### config.mk
export PLATFORM = sky130hd
export DESIGN_NAME = rtc_calendar_with_month_add
export DESIGN_NICKNAME = d
export VERILOG_FILES = /design/src/hw/rtl/rtcc_pkg.sv /design/src/hw/rtl/rtcc_set_check.sv /design/src/hw/rtl/rtcc_month_step.sv /design/src/hw/rtl/rtc_calendar_with_month_add.sv
export SDC_FILE = /design/constraint.sdc
export NUM_CORES = 1
export LEC_CHECK = 0
export CAP_MARGIN = 20
export CORE_ASPECT_RATIO = 1.1
export CORE_MARGIN = 3
export CORE_UTILIZATION = 45
export DETAILED_ROUTE_END_ITERATION = 10
export DONT_BUFFER_PORTS = 1
export PLACE_DENSITY_LB_ADDON = 0.15
export SYNTH_ARGS = -nofsm -noshare
export SYNTH_HDL_FRONTEND = slang
export SYNTH_SLANG_ARGS = --single-unit
### constraint.sdc
create_clock -name clk -period 5.6 [get_ports clk]
set_clock_uncertainty 0.1 [all_clocks]
set_input_delay 0.28 -clock clk [delete_from_list [all_inputs] [get_ports clk]]
set_output_delay 0.28 -clock clk [all_outputs]
set_load 0.02 [all_outputs]
### src/hw/rtl/rtcc_pkg.sv
// Shared types, codes and calendar helpers for the real-time clock calendar.
// Used by the set checker, the month step unit and the top level.
`default_nettype none

package rtcc_pkg;

  typedef struct packed {
    logic [4:0] day;
    logic [3:0] month;
    logic [6:0] year;
  } date_t;

  localparam logic [1:0] MODE_TICK = 2'd0;
  localparam logic [1:0] MODE_SET  = 2'd1;
  localparam logic [1:0] MODE_ADD  = 2'd2;

  localparam logic [1:0] STATUS_OK      = 2'd0;
  localparam logic [1:0] STATUS_SET_ERR = 2'd1;
  localparam logic [1:0] STATUS_OVER    = 2'd2;

  localparam logic [5:0] SEC_LAST    = 6'd59;
  localparam logic [5:0] MIN_LAST    = 6'd59;
  localparam logic [4:0] HOUR_LAST   = 5'd23;
  localparam logic [4:0] DAY_FIRST   = 5'd1;
  localparam logic [4:0] DAY_LAST    = 5'd31;
  localparam logic [4:0] DAY_FEB_MAX = 5'd28;
  localparam logic [4:0] LEAP_DROP   = 5'd28;
  localparam logic [4:0] COMMON_DROP = 5'd27;
  localparam logic [3:0] MONTH_FIRST = 4'd1;
  localparam logic [3:0] MONTH_FEB   = 4'd2;
  localparam logic [3:0] MONTH_LAST  = 4'd12;
  localparam logic [6:0] YEAR_LAST   = 7'd99;

  localparam logic [5:0] RESET_SECOND = 6'd0;
  localparam logic [5:0] RESET_MINUTE = 6'd0;
  localparam logic [4:0] RESET_HOUR   = 5'd0;
  localparam logic [4:0] RESET_DAY    = 5'd1;
  localparam logic [3:0] RESET_MONTH  = 4'd1;
  localparam logic [6:0] RESET_YEAR   = 7'd22;

  function automatic logic is_short_month(input logic [3:0] m);
    return (m == 4'd4) || (m == 4'd6) || (m == 4'd9) || (m == 4'd11);
  endfunction

  function automatic logic is_leap(input logic [6:0] y);
    return y[1:0] == 2'b00;
  endfunction

  function automatic logic [4:0] month_length(input logic [3:0] m, input logic [6:0] y);
    logic [4:0] len;
    if (m == MONTH_FEB) begin
      len = is_leap(y) ? 5'd29 : 5'd28;
    end else if (is_short_month(m)) begin
      len = 5'd30;
    end else begin
      len = 5'd31;
    end
    return len;
  endfunction

endpackage

`default_nettype wire

### src/hw/rtl/rtcc_set_check.sv
// Range, month-length and leap checks on a requested date and time.
// Depends on rtcc_pkg.
`default_nettype none

module rtcc_set_check (
  input  wire logic [6:0] day,
  input  wire logic [6:0] month,
  input  wire logic [6:0] year,
  input  wire logic [6:0] hour,
  input  wire logic [6:0] minute,
  input  wire logic [6:0] second,
  output logic            set_ok
);
  import rtcc_pkg::*;

  logic       range_ok;
  logic       feb_ok;
  logic       short_ok;
  logic [3:0] m4;
  logic [4:0] d5;

  assign m4 = month[3:0];
  assign d5 = day[4:0];

  always_comb begin
    range_ok = (year <= 7'(YEAR_LAST)) && (month != 7'd0) && (month <= 7'(MONTH_LAST))
            && (day != 7'd0) && (day <= 7'(DAY_LAST))
            && (hour <= 7'(HOUR_LAST)) && (minute <= 7'(MIN_LAST))
            && (second <= 7'(SEC_LAST));
    feb_ok   = !((m4 == MONTH_FEB) && (d5 > DAY_FEB_MAX))
            || (is_leap(year) && (d5 == DAY_FEB_MAX + 5'd1));
    short_ok = !((d5 == DAY_LAST) && is_short_month(m4));
    set_ok   = range_ok && feb_ok && short_ok;
  end

endmodule

`default_nettype wire

### src/hw/rtl/rtcc_month_step.sv
// One-month step of the future-date search, with day overflow into the next month and year carry.
// Depends on rtcc_pkg.
`default_nettype none

module rtcc_month_step (
  input  rtcc_pkg::date_t cur,
  output rtcc_pkg::date_t nxt,
  output logic            over
);
  import rtcc_pkg::*;

  logic       wrap;
  logic [3:0] m1;
  logic [6:0] y1;

  always_comb begin
    wrap = cur.month >= MONTH_LAST;
    m1   = wrap ? MONTH_FIRST : cur.month + 4'd1;
    y1   = wrap ? cur.year + 7'd1 : cur.year;
    over = wrap && (cur.year >= YEAR_LAST);
    nxt.day   = cur.day;
    nxt.month = m1;
    nxt.year  = y1;
    if (is_short_month(m1)) begin
      if (cur.day == DAY_LAST) begin
        nxt.day   = DAY_FIRST;
        nxt.month = m1 + 4'd1;
      end
    end else if ((m1 == MONTH_FEB) && (cur.day > DAY_FEB_MAX)) begin
      nxt.day   = cur.day - (is_leap(y1) ? LEAP_DROP : COMMON_DROP);
      nxt.month = m1 + 4'd1;
    end
  end

endmodule

`default_nettype wire

### src/hw/rtl/rtc_calendar_with_month_add.sv
// Real-time clock calendar with tick, checked set and month-add query.
// Tick and set pass through their own state and then S_DONE to result valid; an unused mode goes to S_DONE.
// Query: one month step a cycle in S_ADD, stopping early on year overflow.
// One item at a time; a new beat is taken while the previous result waits.
// Reset: 00:00:00 01/01/22, no result pending, ready once rst is released.
// Depends on rtcc_pkg, rtcc_set_check and rtcc_month_step.
`default_nettype none

module rtc_calendar_with_month_add (
  input  wire logic       clk,
  input  wire logic       rst,
  input  wire logic       in_valid,
  output logic            in_ready,
  input  wire logic [1:0] mode,
  input  wire logic [6:0] set_day,
  input  wire logic [6:0] set_month,
  input  wire logic [6:0] set_year,
  input  wire logic [6:0] set_hour,
  input  wire logic [6:0] set_minute,
  input  wire logic [6:0] set_second,
  input  wire logic [6:0] months_to_add,
  output logic            out_valid,
  input  wire logic       out_ready,
  output logic [1:0]      status,
  output logic [4:0]      hour_now,
  output logic [5:0]      minute_now,
  output logic [5:0]      second_now,
  output logic [4:0]      day_now,
  output logic [3:0]      month_now,
  output logic [6:0]      year_now,
  output logic [4:0]      future_day,
  output logic [3:0]      future_month,
  output logic [6:0]      future_year
);
  import rtcc_pkg::*;

  typedef enum logic [2:0] {S_IDLE, S_TICK, S_SET, S_ADD, S_DONE} state_t;

  state_t     state;
  logic [5:0] second_count;
  logic [5:0] minute_count;
  logic [4:0] hour_count;
  logic [4:0] day_count;
  logic [3:0] month_count;
  logic [6:0] year_count;

  logic [6:0] new_day;
  logic [6:0] new_month;
  logic [6:0] new_year;
  logic [6:0] new_hour;
  logic [6:0] new_minute;
  logic [6:0] new_second;
  logic [6:0] remaining;
  date_t      work;
  date_t      fut;
  logic [1:0] res_status;

  logic       set_ok;
  date_t      step_date;
  logic       step_over;

  logic       sec_wrap;
  logic       min_wrap;
  logic       hour_wrap;
  logic       day_wrap;
  logic       month_wrap;
  logic       year_wrap;
  logic [5:0] second_next;
  logic [5:0] minute_next;
  logic [4:0] hour_next;
  logic [4:0] day_next;
  logic [3:0] month_next;
  logic [6:0] year_next;

  logic       in_fire;
  logic       out_free;

  assign in_ready = (state == S_IDLE) && !rst;
  assign in_fire  = in_valid && in_ready;
  assign out_free = !out_valid || out_ready;

  rtcc_set_check u_check (
    .day    (new_day),
    .month  (new_month),
    .year   (new_year),
    .hour   (new_hour),
    .minute (new_minute),
    .second (new_second),
    .set_ok (set_ok)
  );

  rtcc_month_step u_step (
    .cur  (work),
    .nxt  (step_date),
    .over (step_over)
  );

  always_comb begin
    sec_wrap    = second_count == SEC_LAST;
    min_wrap    = sec_wrap && (minute_count == MIN_LAST);
    hour_wrap   = min_wrap && (hour_count == HOUR_LAST);
    day_wrap    = hour_wrap && (day_count >= month_length(month_count, year_count));
    month_wrap  = day_wrap && (month_count >= MONTH_LAST);
    year_wrap   = month_wrap && (year_count >= YEAR_LAST);
    second_next = sec_wrap ? 6'd0 : second_count + 6'd1;
    minute_next = sec_wrap ? (min_wrap ? 6'd0 : minute_count + 6'd1) : minute_count;
    hour_next   = min_wrap ? (hour_wrap ? 5'd0 : hour_count + 5'd1) : hour_count;
    day_next    = hour_wrap ? (day_wrap ? DAY_FIRST : day_count + 5'd1) : day_count;
    month_next  = day_wrap ? (month_wrap ? MONTH_FIRST : month_count + 4'd1) : month_count;
    year_next   = month_wrap ? (year_wrap ? 7'd0 : year_count + 7'd1) : year_count;
  end

  always_ff @(posedge clk) begin
    if (rst) begin
      state        <= S_IDLE;
      out_valid    <= 1'b0;
      second_count <= RESET_SECOND;
      minute_count <= RESET_MINUTE;
      hour_count   <= RESET_HOUR;
      day_count    <= RESET_DAY;
      month_count  <= RESET_MONTH;
      year_count   <= RESET_YEAR;
    end else begin
      if (out_valid && out_ready && (state != S_DONE)) begin
        out_valid <= 1'b0;
      end
      unique case (state)
        S_IDLE: begin
          if (in_fire) begin
            new_day    <= set_day;
            new_month  <= set_month;
            new_year   <= set_year;
            new_hour   <= set_hour;
            new_minute <= set_minute;
            new_second <= set_second;
            remaining  <= months_to_add;
            work       <= '{day: day_count, month: month_count, year: year_count};
            fut        <= '0;
            res_status <= STATUS_OK;
            unique case (mode)
              MODE_TICK: state <= S_TICK;
              MODE_SET:  state <= S_SET;
              MODE_ADD:  state <= S_ADD;
              default:   state <= S_DONE;
            endcase
          end
        end
        S_TICK: begin
          second_count <= second_next;
          minute_count <= minute_next;
          hour_count   <= hour_next;
          day_count    <= day_next;
          month_count  <= month_next;
          year_count   <= year_next;
          state        <= S_DONE;
        end
        S_SET: begin
          if (set_ok) begin
            day_count    <= new_day[4:0];
            month_count  <= new_month[3:0];
            year_count   <= new_year;
            hour_count   <= new_hour[4:0];
            minute_count <= new_minute[5:0];
            second_count <= new_second[5:0];
          end else begin
            res_status <= STATUS_SET_ERR;
          end
          state <= S_DONE;
        end
        S_ADD: begin
          if (remaining == 7'd0) begin
            fut   <= work;
            state <= S_DONE;
          end else if (step_over) begin
            res_status <= STATUS_OVER;
            state      <= S_DONE;
          end else begin
            work      <= step_date;
            remaining <= remaining - 7'd1;
          end
        end
        S_DONE: begin
          if (out_free) begin
            out_valid    <= 1'b1;
            status       <= res_status;
            hour_now     <= hour_count;
            minute_now   <= minute_count;
            second_now   <= second_count;
            day_now      <= day_count;
            month_now    <= month_count;
            year_now     <= year_count;
            future_day   <= fut.day;
            future_month <= fut.month;
            future_year  <= fut.year;
            state        <= S_IDLE;
          end
        end
        default: state <= S_IDLE;
      endcase
    end
  end

  a_time_range: assert property (@(posedge clk) disable iff (rst)
    (hour_count <= HOUR_LAST) && (minute_count <= MIN_LAST) && (second_count <= SEC_LAST))
    else $error("time of day out of range");

  a_date_range: assert property (@(posedge clk) disable iff (rst)
    (month_count >= MONTH_FIRST) && (month_count <= MONTH_LAST) && (day_count >= DAY_FIRST)
    && (day_count <= month_length(month_count, year_count)) && (year_count <= YEAR_LAST))
    else $error("calendar date out of range");

  a_work_month: assert property (@(posedge clk) disable iff (rst)
    (state == S_ADD) |-> ((work.month >= MONTH_FIRST) && (work.month <= MONTH_LAST)))
    else $error("month step left the valid month range");

  a_over_zero: assert property (@(posedge clk) disable iff (rst)
    (out_valid && (status == STATUS_OVER))
    |-> ((future_day == 5'd0) && (future_month == 4'd0) && (future_year == 7'd0)))
    else $error("future date not cleared on year overflow");

  a_busy_after_accept: assert property (@(posedge clk) disable iff (rst)
    in_fire |=> !in_ready)
    else $error("ready again right after an accepted beat");

endmodule

`default_nettype wire
==> results.sh <==
export IMPL_setup_violations=0
export IMPL_holdCritStartpoint="months_to_add[4]"
export IMPL_endpoint_kind="flop"
export IMPL_setup_worst_path_start="state[1]"
export IMPL_required_ns=5.86
export IMPL_top_layer_used="met4"
export IMPL_drt_total_wl_um=16980
export IMPL_synth_most_common_cell="edfxtp_1"
export IMPL_synthDistinctLibCells=71
export IMPL_synth_main_ff_cell="edfxtp_1"
export IMPL_relSlewSlack_pct=34.91
export IMPL_crit_family="simple AND/OR/NAND/NOR gates"
export IMPL_startpoint_type="flop"
export IMPL_grt_overflow=0
export IMPL_holdPathStages=2
export IMPL_met1_length_um=7518
export IMPL_grt_start_max_net_pins=61
export IMPL_insertion_delay_ns=0.43
export IMPL_grt_pass1_vias=5358
export IMPL_status="completed"
export IMPL_dieWidth_um=131.2
export IMPL_worstPathArrival_ns=3.61
export IMPL_cts_sinks=171
export IMPL_drtAntennaViolNets=0
export IMPL_fmax_ghz=0.2982
export IMPL_hold_path_class="in2reg"
export IMPL_detailedRoute_firstIterationViolations=333
export IMPL_r2r_end="hour_count[2]"
export IMPL_async_flop_share_pct=0
export IMPL_drive_gt1_share_pct=7.983
export IMPL_pwr_density_cell_nw_per_um2=304.5
export IMPL_rows=49
export IMPL_cts_setup_buffers=0
export IMPL_cpPeakStageDelay_ns=0.73
export IMPL_antenna_found_initial=0
export IMPL_io_pins=108
export IMPL_finalHoldViolCount=0
export IMPL_postSynthRegisterBits=171
export IMPL_cp_max_fo=60
export IMPL_start_util_pct=46.71
export IMPL_power_switching_w=0.0006374
export IMPL_maxSlewViolCount=0
export IMPL_fin_crit_sh_pct=59.89
export IMPL_die_height_um=143.7
export IMPL_firstDrtPassIters=5
export IMPL_port_buffers=0
export IMPL_dp_hpwl_um=11570
export IMPL_cp_slowest_cell="inv_2"
export IMPL_setup_ws_ns=2.246
export IMPL_wl_per_cell_um=18.00
export IMPL_holdBufCountCts=48
export IMPL_synth_edff_count=134
export IMPL_syn_cell_area_um2=7760
export IMPL_coreArea_um2=16610
export IMPL_worst_slew_pin_slew_ns=0.9763
export IMPL_nets=782
export IMPL_ctsResizeCount=0
export IMPL_cts_root_buf="clkbuf_16"
export IMPL_peakVddDrop_v=0.0001955
export IMPL_swShare_pct=23.25
export IMPL_syn_nets=736
export IMPL_r2r_start="state[1]"
export IMPL_vias_per_cell=5.678
export IMPL_maxCapViolCount=0
export IMPL_grt_pass1_wl_um=27740
export IMPL_area_growth_pct=16.04
export IMPL_path_class="reg2reg"
export IMPL_synth_area_leaders="edfxtp_1 52%, dfxtp_1 9.5%, ha_1 4.0%"
export IMPL_synth_top_area_share_pct=51.85
export IMPL_finalHoldWorstSlack_ns=0.04374
export IMPL_track_usage_pct=18.45
export IMPL_gp_congestion=0.8380
export IMPL_total_power_w=0.002742
export IMPL_cts_htree_levels=4
export IMPL_netlist_instances=655
export IMPL_power_frac_seq_pct=53.8
export IMPL_yosysSeqAreaShare_pct=61.40
export IMPL_hold_path_end="remaining[4]"
export IMPL_met3WireLength_um=777
export IMPL_tns_ns=0
export IMPL_synth_common_cells="134 x edfxtp_1, 61 x nand2_1, 37 x dfxtp_1, 36 x a21oi_1, 36 x nor2_1"
export IMPL_rrSetupSlack_ns=2.25
export IMPL_vias=5354
export IMPL_rr_worst_depth=8
export IMPL_postLayoutCoreUtil_pct=54.20
export IMPL_n_antenna_cell=0
export IMPL_wl_met2_um=8343
export IMPL_leakage_nw=3.052
export IMPL_synth_largest_area_cell="edfxtp_1"
export IMPL_syn_area_per_cell_um2=11.85
export IMPL_die_area_um2=18860
export IMPL_rsz0062_at_grt="false"
export IMPL_p_int_w=0.002105
export IMPL_power_frac_comb_pct=6.5
export IMPL_yosys_warnings=0
export IMPL_drc=0
export IMPL_finalCriticalPeriod_ns=3.354
export IMPL_cts_tree="done"
export IMPL_cts_buffers=17
export IMPL_crit_buf_inv=2
export IMPL_crit_chain="or3b_4 > inv_2 > nand4_1 > nor3b_2 > a31oi_1 > buf_4 > or3_1 > a21oi_1"
export IMPL_clockPowerShare_pct=39.7
export IMPL_cts_buffer_depth=2
export IMPL_post_place_ws_ns=2.304
export IMPL_clk_pin_slew_worst_paths_ns=0.06
## routing by layer
layer | up-vias | track usage, %
met3 | 25 | 4.552
met1 | 2596 | 23.44
met2 | 161 | 30.68
met4 | 0 | 7.629
li1 | 2572 | -
met5 | - | 0
## sequential cells by signal, summed over array words and instances, names as in the netlist, 6 cells and up
| name | flops |
|---|---|
| new_month | 7 |
| remaining | 7 |
| new_minute | 7 |
| new_day | 7 |
| year_now | 7 |
| new_hour | 7 |
| future_year | 7 |
| fut | 16 |
| minute_now | 6 |
| new_year | 7 |
| year_count | 7 |
| second_now | 6 |
| minute_count | 6 |
| work | 16 |
| new_second | 7 |
| second_count | 6 |
## how the worst max path moves through the flow
stage                    end  slack (ns)  cells past startpoint
4_1_cts        hour_count[2]        2.28                      8
6_report       hour_count[2]        2.25                      8
5_1_grt        year_count[0]        2.00                     12
2_1_floorplan     day_now[0]        0.74                      3
3_5_place_dp   hour_count[2]        2.30                      8
3_3_place_gp   hour_count[2]        2.43                      8
## cell usage in the layout (no fill, tap or decap), types with 5 or more instances in the layout
cell type,netlist,routed
a211oi_1,5,5
a21oi_1,36,36
a221oi_1,6,6
a31oi_1,6,6
and2_1,18,18
and3_1,9,8
buf_4,1,6
clkbuf_16,0,17
clkinvlp_4,0,5
dfxtp_1,37,37
dlygate4sd3_1,0,47
edfxtp_1,134,134
ha_1,25,25
inv_1,20,20
mux2i_1,5,5
nand2_1,61,61
nand3_1,25,25
nand4_1,5,5
nor2_1,36,36
nor2b_1,6,6
nor3_1,32,31
nor3b_1,6,6
nor4_1,9,9
o211ai_1,8,8
o21ai_0,35,35
o31ai_1,8,8
o32ai_1,5,5
or2_2,6,6
xnor2_1,7,7
xor2_1,8,8
## cells by family (layout without fill, tap and decap cells)
kind of cell / count (synthesis) / in the layout / synth area share, %
flip-flops: 171 / 171 / 61.40
multiplexers: 5 / 5 / 0.6450
buffers and inverters: 50 / 109 / 2.693
XOR/XNOR: 15 / 15 / 1.693
AND/OR/NAND/NOR: 240 / 240 / 16.22
adder cells (fa/ha/maj): 26 / 26 / 4.289
AO/OA/AOI/OAI: 148 / 148 / 13.06
## final cells by class
cell class	instances	area, um^2
fillers	1380	7610
flip-flops and latches	171	4765
multi-input cells	434	2793
repair buffers	54	535.5
clock buffers	21	440.4
well taps	229	286.5
clock inverters	11	98.84
inverters	23	86.33
## stage by stage
step	cells	instance area, um^2
after floorplan	655	7760
after global placement	863	7975
after detailed placement	863	7975
after CTS	943	9005
after global routing	943	9005
final	943	9005
## power by group through the flow
stage | combinational, W | sequential [W] | clock, W
finish | 0.000178 | 0.00148 | 0.00109
global placement | 0.000143 | 0.00150 | 0
floorplan | 0.000121 | 0.00149 | 0
global route | 0.000199 | 0.00148 | 0.00117
CTS | 0.000179 | 0.00147 | 0.00111
detailed placement | 0.000146 | 0.00150 | 0
Power figures use the tool's default switching activity.
